$ cat src/design/lzwd_pkg.sv
// ---------------------------------------------------------------------------
// lzwd_pkg
// Shared types and constants for the LZW decoder.
// ---------------------------------------------------------------------------
`default_nettype none

package lzwd_pkg;

    localparam int BYTE_W   = 8;
    localparam int LITERALS = 256;

    typedef enum logic [2:0] {
        S_IDLE,
        S_STEP,
        S_LIT,
        S_APPEND,
        S_UPD,
        S_EMIT
    } t_state;

endpackage

`default_nettype wire

$ cat src/design/lzw_byte_if.sv
// ---------------------------------------------------------------------------
// lzw_byte_if
// Valid/ready channel carrying one decoded byte with last and error flags.
// ---------------------------------------------------------------------------
`default_nettype none

interface lzw_byte_if import lzwd_pkg::*; ();
    logic              valid;
    logic              ready;
    logic [BYTE_W-1:0] out_byte;
    logic              last;
    logic              error;

    modport source (output valid, output out_byte, output last, output error, input ready);
    modport sink   (input valid, input out_byte, input last, input error, output ready);
endinterface

`default_nettype wire

$ cat src/design/lzwd_emit.sv
// ---------------------------------------------------------------------------
// lzwd_emit
// Byte stack memory and output stage: holds one decoded string and plays it
// out in order, one transfer per byte, or a single error transfer.
// ---------------------------------------------------------------------------
`default_nettype none

module lzwd_emit import lzwd_pkg::*; #(
    parameter int MAX_STRING = 64,
    parameter int LEN_W      = $clog2(MAX_STRING + 2),
    parameter int STK_AW     = $clog2(MAX_STRING)
) (
    input  logic              i_clk,
    input  logic              i_rst_n,
    input  logic              i_wr_en,
    input  logic [STK_AW-1:0] i_wr_addr,
    input  logic [BYTE_W-1:0] i_wr_data,
    input  logic              i_start,
    input  logic              i_err,
    input  logic [LEN_W-1:0]  i_len,
    output logic              o_busy,
    lzw_byte_if.source        o_byte_ch
);

    logic [BYTE_W-1:0] r_stack [MAX_STRING];
    logic [BYTE_W-1:0] r_mq;

    logic              r_busy;
    logic              r_sq_vld;
    logic              r_sq_last;
    logic              r_err;
    logic [LEN_W-1:0]  r_len;
    logic [LEN_W-1:0]  r_rk;
    logic              r_out_valid;
    logic [BYTE_W-1:0] r_out_byte;
    logic              r_out_last;
    logic              r_out_err;

    logic              w_load;
    logic              w_issue;
    logic [LEN_W-1:0]  n_rk;

    assign w_load  = r_sq_vld && (!r_out_valid || o_byte_ch.ready);
    assign w_issue = r_busy && (r_rk < r_len) && (!r_sq_vld || w_load);
    assign n_rk    = r_rk + LEN_W'(1);

    always_ff @(posedge i_clk) begin
        if (i_wr_en) begin
            r_stack[i_wr_addr] <= i_wr_data;
        end
        if (w_issue) begin
            r_mq <= r_stack[r_rk[STK_AW-1:0]];
        end
    end

    always_ff @(posedge i_clk) begin
        if (!i_rst_n) begin
            r_busy      <= 1'b0;
            r_sq_vld    <= 1'b0;
            r_out_valid <= 1'b0;
        end else begin
            if (i_start) begin
                r_busy <= 1'b1;
            end else if (w_load && r_sq_last) begin
                r_busy <= 1'b0;
            end
            if (w_issue) begin
                r_sq_vld <= 1'b1;
            end else if (w_load) begin
                r_sq_vld <= 1'b0;
            end
            if (w_load) begin
                r_out_valid <= 1'b1;
            end else if (o_byte_ch.ready) begin
                r_out_valid <= 1'b0;
            end
        end
    end

    always_ff @(posedge i_clk) begin
        if (i_start) begin
            r_len <= i_err ? LEN_W'(1) : i_len;
            r_err <= i_err;
            r_rk  <= '0;
        end else if (w_issue) begin
            r_rk <= n_rk;
        end
        if (w_issue) begin
            r_sq_last <= (n_rk == r_len);
        end
        if (w_load) begin
            r_out_byte <= r_err ? '0 : r_mq;
            r_out_last <= r_sq_last;
            r_out_err  <= r_err;
        end
    end

    assign o_busy             = r_busy;
    assign o_byte_ch.valid    = r_out_valid;
    assign o_byte_ch.out_byte = r_out_byte;
    assign o_byte_ch.last     = r_out_last;
    assign o_byte_ch.error    = r_out_err;

endmodule

`default_nettype wire

$ cat src/flat_wrapper.sv
// flat-port wrapper written by rule: the top's interface ports become plain ports
module lzwd_emit_flat import lzwd_pkg::*;
#(
    parameter int MAX_STRING = 64,
    parameter int LEN_W      = $clog2(MAX_STRING + 2),
    parameter int STK_AW     = $clog2(MAX_STRING)
)
  (i_clk, i_rst_n, i_wr_en, i_wr_addr, i_wr_data, i_start, i_err, i_len, o_busy, o_byte_ch_valid, o_byte_ch_out_byte, o_byte_ch_last, o_byte_ch_error, o_byte_ch_ready);
  lzw_byte_if o_byte_ch_i ();
  input  logic i_clk;
  input  logic i_rst_n;
  input  logic i_wr_en;
  input  logic [STK_AW-1:0] i_wr_addr;
  input  logic [BYTE_W-1:0] i_wr_data;
  input  logic i_start;
  input  logic i_err;
  input  logic [LEN_W-1:0] i_len;
  output logic o_busy;
  output wire logic [$bits(o_byte_ch_i.valid)-1:0] o_byte_ch_valid;
  output wire logic [$bits(o_byte_ch_i.out_byte)-1:0] o_byte_ch_out_byte;
  output wire logic [$bits(o_byte_ch_i.last)-1:0] o_byte_ch_last;
  output wire logic [$bits(o_byte_ch_i.error)-1:0] o_byte_ch_error;
  input wire logic [$bits(o_byte_ch_i.ready)-1:0] o_byte_ch_ready;
  assign o_byte_ch_valid = o_byte_ch_i.valid;
  assign o_byte_ch_out_byte = o_byte_ch_i.out_byte;
  assign o_byte_ch_last = o_byte_ch_i.last;
  assign o_byte_ch_error = o_byte_ch_i.error;
  assign o_byte_ch_i.ready = o_byte_ch_ready;
  lzwd_emit #(.MAX_STRING(MAX_STRING), .LEN_W(LEN_W), .STK_AW(STK_AW)) u_core (.i_clk(i_clk), .i_rst_n(i_rst_n), .i_wr_en(i_wr_en), .i_wr_addr(i_wr_addr), .i_wr_data(i_wr_data), .i_start(i_start), .i_err(i_err), .i_len(i_len), .o_busy(o_busy), .o_byte_ch(o_byte_ch_i));
endmodule
$ cat config.mk
export PLATFORM = sky130hd
export DESIGN_NAME = lzwd_emit_flat
export DESIGN_NICKNAME = d
export VERILOG_FILES = /design/src/design/lzwd_pkg.sv /design/src/design/lzw_byte_if.sv /design/src/design/lzwd_emit.sv /design/src/flat_wrapper.sv
export SDC_FILE = /design/constraint.sdc
export NUM_CORES = 1
export LEC_CHECK = 0
export BUFFER_PORTS_ARGS = -buffer_cell sky130_fd_sc_hd__clkbuf_2
export CORE_ASPECT_RATIO = 2
export CORE_MARGIN = 10
export CORE_UTILIZATION = 45
export DETAILED_ROUTE_END_ITERATION = 12
export GPL_TIMING_DRIVEN = 1
export SETUP_SLACK_MARGIN = 0.15
export SLEW_MARGIN = 20
export SYNTH_ARGS = -nofsm -noshare
export SYNTH_HDL_FRONTEND = slang
export SYNTH_SLANG_ARGS = --single-unit
$ cat constraint.sdc
create_clock -name i_clk -period 3 [get_ports i_clk]
set_input_delay 0.6 -clock i_clk [delete_from_list [all_inputs] [get_ports i_clk]]
set_output_delay 0.6 -clock i_clk [all_outputs]
set_load 0.01 [all_outputs]
Word level (Yosys, flattened, before mapping):

Memory sizes are Yosys's and may differ from the RTL's. A register that Yosys moved wholly into a read port is not among the register bits.
Cells that the tools add are included.
W data, S select, Z words.

* flip-flop bits (word level): 29
* input bits: 27
* memories kept: 1
* logic and storage cells: 33
* RAM bits: 512

* reductions and logical operators: 11
* multiplexer cells: 8
* $lt $le $gt $ge: 1
* add/subtract/negate cells: 1
* equality and inequality tests: 1

Memory list
* u_core.r_stack: depth 64, width 8, read ports 1, clocked after Yosys merged registers in 1, write ports 1, line lzwd_emit.sv:25 `logic [BYTE_W-1:0] r_stack [MAX_STRING];`

Operator list (number)
* $mux W1: 8
* $add A7 B1 Y7 const B: 1
* $eq A7 B7 Y1: 1
* $lt A7 B7 Y1: 1
* $reduce_bool A2 Y1: 3
* $logic_and A1 B1 Y1: 4
* $logic_not A1 Y1: 2
* $logic_or A1 B1 Y1: 2

Logic depth before layout (Yosys ltp):

* depth after elaboration: 6
* gate-level depth with buffers: 10

Worst setup path before layout:

No wires, ideal clock.

* kind: reg-to-reg
* start point: register u_core.r_rk[0]
* end point: register u_core.r_rk[0]
* library setup time: 0.123 ns
* clock period less this slack: 2.353 ns
* data arrival time: 2.230 ns
* stages on the path, launching flop included: 11
* required time: 2.877 ns
* slack: 0.647 ns
* cell sequence: dfxtp_1 > buf_2 > buf_6 > inv_2 > ha_1 > nor2b_1 > o21a_1 > o21ai_0 > a21oi_1 > nor2_1 > mux2_1

* elaborated cells on any way between the ends: 4

RTL lines
* from (decl): line lzwd_emit.sv:33 `logic [LEN_W-1:0] r_rk;`
* from (signal assigned): line lzwd_emit.sv:86 `r_rk <= n_rk;`
* $add A7 B1 Y7: line lzwd_emit.sv:45 `assign n_rk = r_rk + LEN_W'(1);`
* net u_core.n_rk[0]: line lzwd_emit.sv:41 `logic [LEN_W-1:0] n_rk;`

The timed path passes the listed nets, and every way through them passes these cells.
A chain may end at the register's enable or synchronous reset.

Worst setup path after layout:

* start point: register u_core.r_rk[3]
* end point: register u_core.r_mq[5], read port of u_core.r_stack (data pin)

* cells in the longest elaborated chain, start to end: 3

Ends and longest elaborated chain
* $lt A7 B7 Y1: line lzwd_emit.sv:44 `assign w_issue = r_busy && (r_rk < r_len) && (!r_sq_vld || w_load);`
* $logic_and A1 B1 Y1 (2 in series): line lzwd_emit.sv:44
* to (decl): line lzwd_emit.sv:26 `logic [BYTE_W-1:0] r_mq;`

Parallel ways exist; a longest one is shown, timed or not.

==> metrics.yaml <==
run_status:
  outcome: "finished, final reports clean"
finish:
  n_antenna_cell: 0
  drive_above_1_share_pct: 28.3
  num-nets-final: 1263
  final_cells: 1899
  area_delta_synth_final_pct: 15.2
routing:
  route.vias.total: 10700
  first_pass_iters: 5
  first_iter_violations: 863
  drc: 0
  routed_wirelength_um: 51300
  via_per_inst: 5.62
  wl_per_cell_um: 27.0
  ant_nets: 0
grt:
  grt_pass1_wl_um: 75900
  grt_use_met3_pct: 2.56
  met1_usage_pct: 18.9
  gr-total-overflow: 0
  grt_start_max_net_pins: 65
  top_usage_layer: "met2"
  grt_pass1_vias: 11400
  antenna_found_initial: 0
  met2_usage_pct: 34.4
  track_usage_pct: 18.0
setup_path:
  worstPathArrival_ps: 2920
  path_max_fanout: 11
  cp-start-kind: "register"
  worstSetupPathType: "reg -> reg"
  worst_setup_path_end_kind: "register"
  critical_path_required_ps: 3350
timing:
  fmax_mhz: 389
  fin_setup_tns_ps: 0
  worst_slew_margin_rel_pct: 29.6
  grt_setup_unrepaired: "no"
  period_share_pct: 85.7
  drv_slew: 0
  setup_violations: 0
  fin_crit_ps: 2570
  fin_ws_ps: 428
  tightest_slew_ps: 1060
  skew_ps: 17.1
  hold_viol_final: 0
logic_synthesis:
  synth_cells: 1083
  asyncSetResetFlopFracSynth_pct: 0
  synth-edff-count: 539
  syn_area_per_cell_um2: 19.9
  syn_nets: 1118
  ys_warn_count: 0
  synthFlopType: "edfxtp_1"
  synth-seq-cells: 549
  synth_cell_types: 48
  ys_seq_area_share_pct: 76.1
  syn-cell-area_um2: 21500
power_and_ir_drop:
  power_frac_clock_pct: 40.7
  p_sw_mw: 3.32
  peakVddDrop_mv: 0.365
  switching_share_pct: 20.9
  power_density_nw_per_um2: 641
  comb_power_share_pct: 5.5
  pwr-share-seq_pct: 53.7
  p_leak_nw: 7.83
  power.total_mw: 15.9
  p_int_mw: 12.6
job:
  max-cap-violations: 0
clocking:
  hold_buffers: 0
  path_clk_slew_ps: 70
  ctsResizeCount: 0
  cts_tree: "yes"
  clock_path_buffers: 3
  root_buffer: "clkbuf_16"
  clock_latency_ps: 590
  post_cts_buffers: 0
  numClockSinks: 549
  cts_buffers: 49
  htreeDepth: 2
place:
  io_buffers: 38
  gp_congestion: 0.857
  preCtsSetupSlack_ps: 407
  post-place-cells: 1809
  dp_hpwl_um: 35000
floorplanning:
  dieArea_um2: 57600
  die_w_um: 175
  num_rows: 113
  ios: 39
  coreArea_um2: 47500
  die_h_um: 329
  start_util_pct: 45.4
min_path:
  hold_path.class: "in -> reg"
-- power by group through the flow --
stage | Clock [mW] | Sequential (mW) | Combinational [mW]
2_1_floorplan | 0 | 8.69 | 0.516
3_3_place_gp | 0 | 8.71 | 0.892
3_5_place_dp | 0 | 8.72 | 0.901
4_1_cts | 6.61 | 8.55 | 0.902
5_1_grt | 6.90 | 8.55 | 0.945
6_report | 6.48 | 8.55 | 0.882
-- stage by stage --
| step | hold WS (ps) | util [%] | cell area, um^2 |
|---|---|---|---|
| floorplan | 426 | - | 21500 |
| global placement | 446 | 48.7 | 23200 |
| detailed placement | 455 | 48.7 | 23200 |
| CTS | 243 | 52.2 | 24800 |
| global route | 261 | 52.2 | 24800 |
| finish | 263 | 52.2 | 24800 |
-- synthesized netlist by cell type (3+ instances only) --
cell type / count / area share, %
mux4_2: 125 / 13
mux2i_1: 6 / 0.28
nand2_1: 31 / 0.54
ha_1: 8 / 0.46
edfxtp_1: 539 / 75
o21ai_0: 13 / 0.30
or3_1: 3 / 0.087
nor2b_1: 25 / 0.73
nand2b_1: 5 / 0.15
a21oi_1: 31 / 0.72
buf_6: 7 / 0.37
clkbuf_1: 21 / 0.37
mux2_1: 8 / 0.42
nor2_1: 103 / 1.8
nand3b_1: 4 / 0.14
o21ai_1: 7 / 0.16
a22oi_1: 22 / 0.77
buf_2: 15 / 0.35
o221ai_1: 7 / 0.28
dfxtp_1: 10 / 0.93
mux2_2: 5 / 0.26
xnor2_1: 6 / 0.24
o22ai_1: 6 / 0.17
nand3_1: 9 / 0.21
o31a_1: 5 / 0.20
nor3_1: 13 / 0.30
inv_1: 10 / 0.17
buf_4: 8 / 0.28
-- per-layer routing --
metal  vias up  share of wire, %
met3        84               4.1
li1       4696                 -
met2       294                57
met1      5591                34
met4         0               4.3
met5         -                 0
-- sequential cells by signal, summed over array words and instances (netlist names), 7 cells and up --
signal	count
u_core.r_len	7
u_core.o_byte_ch.out_byte	8
u_core.r_rk	7
u_core.r_mq	8
u_core.r_stack	512
-- worst max-delay path, cell delays in order (launching register included) --
cell and delay (ps):
dfxtp_1 460, inv_1 290, nand2_1 520, o221ai_1 200, o21ai_0 250, o221ai_1 240, a31oi_1 380
-- area by class of cell --
class	instances	area, um^2
multi-input combinational	469	4810
sequential	549	16400
timing repair buffer	148	1120
inverter	11	41.3
fill	3803	22700
tap	632	791
clock buffer	57	1300
clock inverter	33	357
-- cell usage in the layout, fill, tap and decap left out, drive strengths merged, types with 10 or more instances in the layout --
cell | Yosys | final
nor3 | 13 | 13
dfxtp | 10 | 10
nand2 | 31 | 31
o21ai | 20 | 20
clkbuf | 22 | 95
nor2b | 25 | 25
clkinv | 0 | 17
buf | 32 | 110
a22oi | 22 | 22
mux2 | 13 | 13
inv | 11 | 14
nor2 | 103 | 103
edfxtp | 539 | 539
a21oi | 31 | 31
mux4 | 126 | 126
-- kinds of logic (layout without fill, tap and decap cells) --
group           count (synthesis)  after routing  share of synthesized area, %
buf+inv                        65            249                          1.61
flops                         549            549                          76.1
fa+ha+maj                       8              8                         0.465
compound gates                103            103                          3.07
mux                           145            145                          14.1
simple gates                  205            205                          4.34
xor+xnor                        8              8                         0.325
-- path summary, 6_finish.rpt --
kind | start | depth (start not counted) | slack (ps) | endpoint
worst min register to register | u_core.r_sq_last$_DFFE_PP_ | 0 | 480 | u_core.o_byte_ch.last$_DFFE_PP_
worst min-delay path | i_rst_n | 2 | 260 | u_core.r_sq_vld$_SDFFE_PN0P_
worst max register to register | u_core.r_rk[3]$_SDFFE_PP0P_ | 6 | 430 | u_core.r_mq[5]$_DFFE_PP_
worst max-delay path | u_core.r_rk[3]$_SDFFE_PP0P_ | 6 | 430 | u_core.r_mq[5]$_DFFE_PP_
Note: power is estimated with default switching activity, not from simulation.
